**config.mk**
```make
export PLATFORM = sky130hd
export DESIGN_NAME = krs_cell
export DESIGN_NICKNAME = d
export VERILOG_FILES = /design/src/rtl/krs_pkg.sv /design/src/rtl/krs_cell.sv
export SDC_FILE = /design/constraint.sdc
export NUM_CORES = 1
export LEC_CHECK = 0
export BUFFER_PORTS_ARGS = -buffer_cell sky130_fd_sc_hd__buf_2
export CORE_MARGIN = 2
export CORE_UTILIZATION = 44
export CTS_CLUSTER_SIZE = 30
export DETAILED_ROUTE_END_ITERATION = 10
export GPL_TIMING_DRIVEN = 1
export PLACE_DENSITY = 0.81
export SYNTH_ARGS = -nofsm -noshare
export SYNTH_HDL_FRONTEND = slang
export SYNTH_SLANG_ARGS = --single-unit
```
**constraint.sdc**
```tcl
create_clock -name clk -period 6.1 [get_ports clk]
set_input_delay 1.22 -clock clk [delete_from_list [all_inputs] [get_ports clk]]
set_output_delay 1.22 -clock clk [all_outputs]
set_load 0.01 [all_outputs]
```
**src/rtl/krs_pkg.sv**
```systemverilog
`timescale 1ns / 1ps
// ============================================================================
// krs_pkg
// Types and codes shared by the keyed record stack and its cells.
// ============================================================================
package krs_pkg;

    localparam logic [1:0] OP_PUSH   = 2'd0;
    localparam logic [1:0] OP_POP    = 2'd1;
    localparam logic [1:0] OP_UPDATE = 2'd2;
    localparam logic [1:0] OP_QUERY  = 2'd3;

    localparam logic [1:0] ST_OK        = 2'd0;
    localparam logic [1:0] ST_EMPTY     = 2'd1;
    localparam logic [1:0] ST_NOT_FOUND = 2'd2;
    localparam logic [1:0] ST_FULL      = 2'd3;

    localparam int MARK_W = 16;

    typedef struct packed {
        logic [1:0]         operation;
        logic signed [31:0] key;
        logic [15:0]        value;
    } req_t;

    typedef struct packed {
        logic [1:0]  status;
        logic [15:0] average;
        logic [6:0]  entries;
    } rsp_t;

    typedef struct packed {
        logic signed [31:0] key;
        logic [15:0]        mark;
    } record_t;

    typedef enum logic [1:0] {
        CELL_HOLD,
        CELL_PUSH,
        CELL_SHIFT
    } cell_mode_t;

    typedef struct packed {
        cell_mode_t mode;
    } cell_ctrl_t;

endpackage

```
**src/rtl/krs_cell.sv**
```systemverilog
`timescale 1ns / 1ps
// ============================================================================
// krs_cell
// One stack slot: holds a record, takes the one above on a push and the one
// below on a shift toward the top.
// ============================================================================
module krs_cell (
    input  logic                clk,
    input  krs_pkg::cell_ctrl_t ctrl,
    input  krs_pkg::record_t    above,
    input  krs_pkg::record_t    below,
    output krs_pkg::record_t    rec
);

    krs_pkg::record_t rec_reg;
    krs_pkg::record_t rec_next;

    always_comb
    begin
        unique case (ctrl.mode)
            krs_pkg::CELL_PUSH:  rec_next = above;
            krs_pkg::CELL_SHIFT: rec_next = below;
            default:             rec_next = rec_reg;
        endcase
    end

    always_ff @(posedge clk)
    begin
        rec_reg <= rec_next;
    end

    assign rec = rec_reg;

endmodule

```
Yosys cells after proc, flatten, opt, wreduce, memory -nomap -nowiden
Index checks and enable logic that the tools add are counted.

word-level totals
  output and inout port bits = 48
  register bits = 48
  word-level logic and storage cells = 6

cells by class
  mux-type cells = 1
  reductions and logical operators = 1
  eq/ne operators = 2

operator list
  cell                                                  count
  case mux 48 bit (2 select lines)                      1
  equality test 2 x 1 -> 1 bit (second input constant)  1
  equality test 2 bit (second input constant)           1
  nonzero test 2 bit                                    1

Logic depth before layout (Yosys ltp)
  word-level depth = 2
  mapped depth = 5
  gate-level depth less buffers = 3

Least setup slack after synthesis
OpenSTA, ideal clock, no wires.

  path type = input to register
  from = input ctrl[0] in the netlist's numbering
  to = register rec_reg, in the netlist rec[0], enable pin
  setup slack = 3.231 ns
  arrival = 2.467 ns
  cell stages on the path = 3
  path through = inv_1 ha_1 inv_1

on the way
  longest elaborated chain between the ends = 2

RTL lines
  what                                                                 line            RTL
  start, declared                                                      krs_cell.sv:9   input krs_pkg::cell_ctrl_t ctrl,
  equality test 2 bit or equality test 2 x 1 -> 1 bit (tied branches)  krs_cell.sv:20  unique case (ctrl.mode)
  nonzero test 2 bit (no line) (*)                                     --
  end signal, assigned                                                 krs_cell.sv:29  rec_reg <= rec_next;
  end, declared                                                        krs_cell.sv:15  krs_pkg::record_t rec_reg;

Mark *: on every way between the ends. The rest lies on a longest branch, timed or not.
A chain may end at the register's enable or synchronous reset.

==> out/results.ini <==
[pwr]
sequentialPowerShare_pct = 53.1
p_per_area_nw_per_um2 = 270
comb_power_share_pct = 19.2
p_sw_share_pct = 23.1
p_clk_share_pct = 27.7
p_switching_mw = 0.187
p_int_mw = 0.622
peakVddDrop_mv = 0.171
p_leak_nw = 1.37
p_total_mw = 0.809

[timing]
min_period_ns = 2.51
slew_viol_final = 0
rsz0062_at_grt = no
fin_setup_tns_ns = 0
fmax_mhz = 398
slew_headroom_pct = 34.8
worst_pin_slew_ns = 0.977
post-route-period-util_pct = 41.2
setup-violations-final = 0
final_hold_viol_count = 0
post-route-worst-setup-slack_ns = 3.59
whs_ns = 1.22

[setup_path]
slowest_stage = buf_4
cp-start-kind = input pin
path_delay_family = buffers and inverters
crit_start = ctrl[0]
path_depth = 5
worstSetupPathType = input pin to flop
worstPathCellList = buf_2, inv_1, ha_2, buf_4, mux2_2
arrival_ns = 2.57
setup.worst_path.end_class = flop
cp_data_required_time_ns = 6.16
critical_path_buf_inv_count = 3
crit_end = rec[0]
max_stage_delay_ns = 0.54
critPathMaxFanout = 44

[layout]
fill_cells = 359
final_cells = 308
fin_util_pct = 63.9
drive_gt1_share_pct = 80.3
design_area_sq_um = 3000
register_area_sq_um = 1440
area_growth_pct = 41.3
num_antenna_cells = 0
fin_nets = 353
multiInputGateArea_sq_um = 631
largest_reg_flops = 48

[routing]
drt_iter0_drc = 45
drtPass1Iterations = 3
routed_wl_um = 4260
vias_per_cell = 4.64
vias = 1428
antenna_left = 0
wire_per_inst_um = 13.8
drc_errors = 0

[clock_network]
numClockSinks = 48
numCtsBuffers = 5
cts_resized = 0
cts_tree = built
clkTransAtPathRegs_ns = 0.09
cts_hold_buffers = 0
root_buffer = clkbuf_8
htree_levels = 2
postCtsSetupBuffers = 0
cts_buffer_depth = 2

[logic_synthesis]
synth_edf_count = 48
yosysWarnings = 0
synth-async-reset-ratio_pct = 0
ys_seq_area_share_pct = 68.0
yosys_most_used_dff = edfxtp_1
synth_top_area_share_pct = 68.0
post_synth.cell_area_avg_sq_um = 20.4
syn_inst = 104
syn_nets = 204
synth_most_common_cell = edfxtp_1
ys_top_cells_by_count = 48 x edfxtp_1, 28 x mux2_2, 20 x mux2_4
synth_top_area_cell = edfxtp_1
ys_types = 7
syn_area_sq_um = 2120
ys_ff_latch = 48
synth.area.top_cells = edfxtp_1 68%, mux2_2 15%, mux2_4 14%, buf_6 1.6%, ha_1 0.59%

[outcome]
status = finished, final reports clean

[global_routing]
grt_util_met2_pct = 27.4
grt_usage_pct = 14.4
grt_pass1_vias = 1338
grt_pass1_wl_um = 5660
grt_overflow = 0
grt_busiest_layer = met2
antenna_found_initial = 0
grt_max_degree = 49
use_met3_pct = 6.58
grt_util_met1_pct = 13.1

[min_path]
min_path_type = input pin to flop

[die]
rows = 25
die_area_sq_um = 5390
chipHeight_um = 73.4
initial_core_util_pct = 45.2
die_w_um = 73.4
core-area_sq_um = 4690
ioPinCount = 147

[placement]
place_congestion = 0.760
dp_slack_ns = 3.25
dpl_cell_area_sq_um = 2890
port_buffers = 146
dp_cells = 300

[run]
max_cap_viol_count = 0

-- layer usage --
layer	routed length [um]	vias up
met1	1380	634
met4	46	0
met2	2330	89
met5	0	-
li1	-	699
met3	505	6
-- cells by family (layout without fill, tap and decap cells) --
logic type                 count (synthesis)  count (layout)  share of synthesized area [%]
DFF                                       48              48                           68.0
muxes                                     48              48                           29.0
buffers and inverters                      7             157                           2.42
adders and majority gates                  1               1                          0.590
-- cell type report --
class | instances | area share (%)
clock inverter | 3 | 1.42
inverter | 2 | 0.251
tap | 54 | 2.25
timing repair buffer | 147 | 24.6
multi-input combinational | 49 | 21.0
clock buffer | 5 | 2.30
sequential | 48 | 48.1
-- power groups by stage --
stage / clock (mW) / sequential (mW) / combinational [mW]
floorplan: 0 / 0.466 / 0.0495
global placement: 0 / 0.436 / 0.156
detailed placement: 0 / 0.438 / 0.158
CTS: 0.229 / 0.431 / 0.158
global route: 0.242 / 0.435 / 0.168
finish: 0.224 / 0.430 / 0.155
-- worst min path at each step --
stage / from / endpoint / slack (ns) / cells after the start
floorplan: below[26] / rec[26] / 1.44 / 1
global placement: above[41] / rec[41] / 1.52 / 2
detailed placement: below[44] / rec[44] / 1.52 / 2
CTS: below[44] / rec[44] / 1.21 / 2
global route: below[36] / rec[36] / 1.20 / 2
finish: below[44] / rec[44] / 1.22 / 2
-- cells in the final DEF, fill, tap and decap left out --
cell	count
buf_2	146
edfxtp_1	48
mux2_2	28
mux2_4	20
clkbuf_8	5
inv_1	1
inv_2	1
ha_2	1
bufinv_16	1
clkinv_4	1
clkinv_1	1
buf_4	1
Note: power is estimated with default switching activity, not from simulation.
