File: src/rtl/krs_pkg.sv
`timescale 1ns / 1ps
// ============================================================================
// krs_pkg
// Types and codes shared by the keyed record stack and its cells.
// ============================================================================
package krs_pkg;

    localparam logic [1:0] OP_PUSH   = 2'd0;
    localparam logic [1:0] OP_POP    = 2'd1;
    localparam logic [1:0] OP_UPDATE = 2'd2;
    localparam logic [1:0] OP_QUERY  = 2'd3;

    localparam logic [1:0] ST_OK        = 2'd0;
    localparam logic [1:0] ST_EMPTY     = 2'd1;
    localparam logic [1:0] ST_NOT_FOUND = 2'd2;
    localparam logic [1:0] ST_FULL      = 2'd3;

    localparam int MARK_W = 16;

    typedef struct packed {
        logic [1:0]         operation;
        logic signed [31:0] key;
        logic [15:0]        value;
    } req_t;

    typedef struct packed {
        logic [1:0]  status;
        logic [15:0] average;
        logic [6:0]  entries;
    } rsp_t;

    typedef struct packed {
        logic signed [31:0] key;
        logic [15:0]        mark;
    } record_t;

    typedef enum logic [1:0] {
        CELL_HOLD,
        CELL_PUSH,
        CELL_SHIFT
    } cell_mode_t;

    typedef struct packed {
        cell_mode_t mode;
    } cell_ctrl_t;

endpackage

File: src/rtl/krs_div.sv
`timescale 1ns / 1ps
// ============================================================================
// krs_div
// Restoring divider, one quotient bit per cycle. The quotient is known to
// fit in sixteen bits, so sixteen steps suffice.
// ============================================================================
module krs_div #(
    parameter int CW = 7
) (
    input  logic                            clk,
    input  logic                            rst_n,
    input  logic                            start,
    input  logic [krs_pkg::MARK_W+CW-1:0]   dividend,
    input  logic [CW-1:0]                   divisor,
    output logic                            done,
    output logic [krs_pkg::MARK_W-1:0]      quotient
);

    localparam int SW = krs_pkg::MARK_W + CW;

    logic          busy_reg;
    logic          busy_next;
    logic          done_reg;
    logic          done_next;
    logic [3:0]    step_reg;
    logic [3:0]    step_next;
    logic [SW-1:0] rem_reg;
    logic [SW-1:0] rem_next;
    logic [SW-1:0] dv_reg;
    logic [SW-1:0] dv_next;
    logic [krs_pkg::MARK_W-1:0] q_reg;
    logic [krs_pkg::MARK_W-1:0] q_next;

    always_comb
    begin
        busy_next = busy_reg;
        done_next = 1'b0;
        step_next = step_reg;
        rem_next  = rem_reg;
        dv_next   = dv_reg;
        q_next    = q_reg;
        if (start)
        begin
            busy_next = 1'b1;
            step_next = 4'd0;
            rem_next  = dividend;
            dv_next   = SW'(divisor) << (krs_pkg::MARK_W - 1);
            q_next    = '0;
        end
        else if (busy_reg)
        begin
            if (rem_reg >= dv_reg)
            begin
                rem_next = rem_reg - dv_reg;
                q_next   = {q_reg[krs_pkg::MARK_W-2:0], 1'b1};
            end
            else
            begin
                q_next = {q_reg[krs_pkg::MARK_W-2:0], 1'b0};
            end
            dv_next   = dv_reg >> 1;
            step_next = step_reg + 4'd1;
            if (step_reg == 4'd15)
            begin
                busy_next = 1'b0;
                done_next = 1'b1;
            end
        end
    end

    always_ff @(posedge clk or negedge rst_n)
    begin
        if (!rst_n)
        begin
            busy_reg <= 1'b0;
            done_reg <= 1'b0;
            step_reg <= 4'd0;
        end
        else
        begin
            busy_reg <= busy_next;
            done_reg <= done_next;
            step_reg <= step_next;
        end
    end

    always_ff @(posedge clk)
    begin
        rem_reg <= rem_next;
        dv_reg  <= dv_next;
        q_reg   <= q_next;
    end

    assign done     = done_reg;
    assign quotient = q_reg;

endmodule

File: config.mk
export PLATFORM = sky130hd
export DESIGN_NAME = krs_div
export DESIGN_NICKNAME = d
export VERILOG_FILES = /design/src/rtl/krs_pkg.sv /design/src/rtl/krs_div.sv
export SDC_FILE = /design/constraint.sdc
export NUM_CORES = 1
export LEC_CHECK = 0
export ABC_AREA = 1
export BUFFER_PORTS_ARGS = -buffer_cell sky130_fd_sc_hd__buf_4
export CAP_MARGIN = 10
export CELL_PAD_IN_SITES_DETAIL_PLACEMENT = 1
export CELL_PAD_IN_SITES_GLOBAL_PLACEMENT = 1
export CORE_ASPECT_RATIO = 1.5
export CORE_MARGIN = 2
export CORE_UTILIZATION = 38
export DETAILED_ROUTE_END_ITERATION = 8
export PLACE_DENSITY = 0.83
export SLEW_MARGIN = 40
export SYNTH_ARGS = -nofsm -noshare
export SYNTH_HDL_FRONTEND = slang
export SYNTH_SLANG_ARGS = --single-unit
File: constraint.sdc
create_clock -name clk -period 2.28 [get_ports clk]
set_clock_uncertainty 0.2 [all_clocks]
set_input_delay 0.114 -clock clk [delete_from_list [all_inputs] [get_ports clk]]
set_output_delay 0.114 -clock clk [all_outputs]
set_load 0.05 [all_outputs]
; After elaboration in Yosys (flattened, before gate mapping)
; Index checks and enable logic that the tools add are counted.
[totals]
ff_bits = 67
out_inout_bits = 17
[op_classes]
n_addsub = 2
order_cmp = 1
n_eq_ne = 1
mux = 14
reduce_logical = 3
[ops]
columns = operator, n
row1 = $mux 23, 3
row2 = $mux 22, 2
row3 = $ge 23x22->1, 1
row4 = $sub 23x22->23, 1
row5 = $mux 4, 2
row6 = $mux 1, 7
row7 = $add 4x1->4 const B, 1
row8 = $eq 4x4->1 const B, 1
row9 = $reduce_bool 2->1, 2
row10 = $reduce_and 2->1, 1

; Logic depth before layout (Yosys ltp)
[depth]
depth_word = 4
depth_mapped = 14
depth_no_buf = 14

; Worst setup path after synthesis
; No wires, ideal clock.
[synth_path]
path_type = reg-to-reg
from = reg rem_reg[11]
to = reg rem_reg[0], enable pin
arrival_ps = 1841
t_required_ps = 1700
setup_slack_ps = -141
stages_incl_launch_ff = 10
n_path_buf = 0
period_less_slack_ps = 2421
cell_sequence = edfxtp_1 > ha_1 > nand2_2 > inv_2 > nand2_2 > nor3_1 > nand3_1 > nand4_1 > nand2_1 > nand2_1
[synth_via]
elab_chain_len = 3
[synth_rtl]
columns = item, line_no
row1 = from (decl), krs_div.sv:27  ; logic [SW-1:0] rem_reg;
row2 = from (signal assigned), krs_div.sv:89  ; rem_reg <= rem_next;
row3 = $ge 23x22->1, krs_div.sv:52  ; if (rem_reg >= dv_reg)
row4 = $reduce_bool 2->1 (no line), n/a
row5 = $reduce_and 2->1 (no line), n/a
; No other way between the ends.
; A chain may end at the register's enable or synchronous reset.

; Final worst setup path
[layout_path]
from = reg rem_reg[8]
to = reg rem_reg[22] (data pin)
[layout_via]
elab_chain_len = 4
[layout_rtl]
columns = item, line_no
row1 = $sub 23x22->23, krs_div.sv:54  ; rem_next = rem_reg - dv_reg;
row2 = $mux 23, krs_div.sv:52
row3 = $mux 23, krs_div.sv:50  ; else if (busy_reg)
row4 = $mux 23, krs_div.sv:42  ; if (start)
row5 = via rem_next[22], krs_div.sv:28  ; logic [SW-1:0] rem_next;
; The timed path passes the listed nets, and every way through them passes these cells. The select of a mux whose other input is x is not followed.

==> summary.txt <==
Outcome
  – Status: finished with violations
  – Failing checks: negative setup slack

STA
  – Pins over their slew limit: 0
  – Fin worst setup slack: -0.118 ns
  – Tmin final: 2.40 ns
  – RSZ-0062 raised after global routing: yes
  – Worst hold margin: 0.122 ns
  – Worst Max-Slew Pin Slew: 0.482 ns
  – Fmax: 417 MHz
  – Slew HR: 67.9%
  – Final setup fails: 31
  – Final Hold Fails: 0
  – Final worst-path cycle share: 105%

Power and ir drop
  – Clock network fraction of total power: 18.2%
  – Pwr/cell area: 1340 nW/µm²
  – Seq pwr share: 21.7%
  – Int Pwr: 4.56 mW
  – Static Leak: 2.95 nW
  – Sw power: 3.74 mW
  – Pwr Total: 8.30 mW
  – Max IR drop VDD: 498 µV
  – Net Sw Frac: 45.1%
  – Logic gate share of total power: 60.1%

Hold path
  – Hold WC Path Type: in -> reg
  – Hold path cells: 2
  – Min-Delay Endpoint: step_reg[2]
  – Hold_sp: start

Route
  – Wire per inst: 19.9 µm
  – Met2 Wirelength: 9250 µm
  – Initial DRC Count: 295
  – DRT Pass-1 Iters: 4
  – Vias per cell: 5.34
  – M1 wire length: 6470 µm
  – Antenna-violating nets left: 0
  – Top sig layer: met4
  – Met3 WL: 712 µm
  – Routed via count: 4673
  – DRC viols: 0
  – Final Routed Wirelength: 17400 µm

Floorplanning
  – Core area: 10900 µm²
  – Initial core utilization: 38.6%
  – Die area: 12000 µm²
  – Die extent in y: 133 µm
  – I/O pin cnt: 50
  – Row cnt: 47
  – Die Span X: 90.1 µm

Global routing
  – Largest net degree at the start of global routing: 40
  – Initial antenna violation count: 0
  – Vias in the first global route: 4711
  – Grt ovf: 0
  – Total GRT Usage: 25.0%
  – Global-route wire length before repair: 23600 µm

Cells and area
  – Most common cell after layout, fill and taps aside: nand2_1
  – Post-route cell area: 6190 µm²
  – Area Overhead vs Synth: 46.4%
  – ANT cells: 0
  – Share of layout cells above drive strength 1: 29.1%
  – Most frequent cells in the layout: 185 x nand2_1, 97 x inv_1, 89 x buf_4
  – Fill count: 1349
  – Nets: 780
  – Non-Filler Instances: 875
  – Max FFs per register: 23

Worst setup path
  – Critical Path Start: rem_reg[8]
  – Critical Path End Type: register
  – Reg-to-reg startpoint: rem_reg[8]
  – Max FO, Critical Path: 4
  – R2R cell count: 13
  – Crit Path Class: reg -> reg
  – Reg2Reg Capture Point: rem_reg[22]
  – FF-to-FF setup slack: -0.12 ns
  – Critical path startpoint category: register
  – Worst EP arrival: 2.29 ns
  – Data required, critical path: 2.17 ns

Synthesis
  – Synth Register Bits: 67
  – Cell variety after synth: 33
  – Sequential area share after synthesis: 39.6%
  – Ranking of synthesized cells by area: edfxtp_1 21%, nand2_1 18%, dfxtp_1 15%, inv_1 9.9%, ha_1 6.8%
  – Total number of yosys warnings: 0
  – Net Count, Synth: 655
  – Gate Count Post-Synth: 598
  – Mean post-synth cell area: 7.07 µm²
  – Top cell type's share of synthesized area: 21.3%
  – Dominant cell type by area after synthesis: edfxtp_1
  – Mapped Area: 4230 µm²

Placement
  – DP HPWL: 9930 µm
  – DP Worst Slack: -0.0484 ns
  – Dpl cells: 811
  – GP Congestion: 0.901
  – IO buf count: 49
  – Post-DP Area: 4960 µm²

Flow run
  – Max capacitance violation total: 0

Clocking
  – Clock-pin slew on the worst setup and hold paths: 0.06 ns
  – Root buf cell: clkbuf_16
  – Clk buf depth: 2
  – TritonCTS clock tree: yes
  – Htree depth: 3
  – Later-pin clock latency in the skew report: 0.34 ns
  – CTS buffer count: 9
  – Clk sinks: 67
## cells in the mapped netlist
| master | n |
|---|---|
| nand3_2 | 1 |
| buf_1 | 1 |
| or2_0 | 1 |
| a21oi_2 | 2 |
| o21bai_1 | 1 |
| nor3_1 | 7 |
| edfxtp_1 | 30 |
| or2_1 | 2 |
| nand3b_1 | 9 |
| or2_2 | 1 |
| nor2_4 | 3 |
| nor2_2 | 6 |
| nand4_1 | 7 |
| buf_6 | 1 |
| nand3_1 | 30 |
| o21ai_0 | 20 |
| o22ai_1 | 27 |
| nand2_1 | 207 |
| buf_2 | 6 |
| ha_1 | 23 |
| xnor2_1 | 2 |
| a21oi_1 | 13 |
| fa_1 | 1 |
| and2_4 | 1 |
| nand2_2 | 13 |
| dfxtp_1 | 31 |
| nor2_1 | 23 |
| inv_2 | 6 |
| dfrtp_1 | 6 |
| clkbuf_1 | 4 |
| inv_1 | 111 |
| a22o_1 | 1 |
| and2_1 | 1 |
## stage by stage
stage                     util [%]  TNS (ns)
after floorplan                  -         0
after global placement        45.4         0
after detailed placement      45.4     -1.02
after CTS                     53.3   -0.0120
after global routing          56.6     -4.34
final                         56.6     -2.03
## area by class of cell
class                           instances  area, µm²  area share [%]
Clock buffer                           11        264            4.27
Clock inverter                          5       57.6           0.930
Inverter                              117        439            7.10
Multi-Input combinational cell        402       2480            40.1
Sequential cell                        67       1670            27.0
Tap cell                              147        184            2.97
Timing Repair Buffer                  126       1090            17.7
## power by group through the flow
stage	logic [mW]	clock network, mW	registers, mW
after global routing	5.34	1.58	1.82
after floorplan	2.35	0	1.73
final	4.99	1.51	1.80
after CTS	3.91	1.51	1.76
after global placement	3.40	0	1.70
after detailed placement	3.49	0	1.72
## metal layers
metal | GRT usage [%] | up-vias
met5 | 0 | -
met4 | 12.0 | 0
met3 | 4.92 | 69
met2 | 47.5 | 188
met1 | 25.9 | 2276
li1 | - | 2140
## worst max-delay path, stage by stage (launching register included)
cell,delay [ns]
edfxtp_1,0.45
ha_4,0.33
nand2_2,0.08
buf_4,0.16
inv_2,0.04
nand2_1,0.05
nand2_1,0.12
nand2_1,0.13
nand2_1,0.16
nand2_1,0.12
nand3_1,0.09
nand2_1,0.07
nand3_1,0.09
nand2_1,0.05
## worst max path at each step
stage / to
after CTS: rem_reg[12]
after detailed placement: rem_reg[10]
after global placement: rem_reg[7]
final: rem_reg[22]
after floorplan: rem_reg[0]
after global routing: rem_reg[19]
## what timing repair did
| action | CTS | global route |
|---|---|---|
| gates resized for setup | 24 | 65 |
| setup buffers | 1 | 13 |
| hold endpoints to repair | 36 | 0 |
| hold buffers | 32 | 0 |
| pin swaps | 1 | 32 |
| endpoints found under the setup margin | 29 | 36 |
| cloned | 1 | 1 |
## cells by family (layout without fill, tap and decap cells)
group	Yosys count	count (layout)	share of synthesized area, %
simple gates	312	312	32.2
buf+inv	129	259	11.8
flops	67	67	39.5
compound gates	64	64	8.70
fa+ha+maj	24	24	7.28
xor+xnor	2	2	0.415
Note: power is estimated with default switching activity, not from simulation.
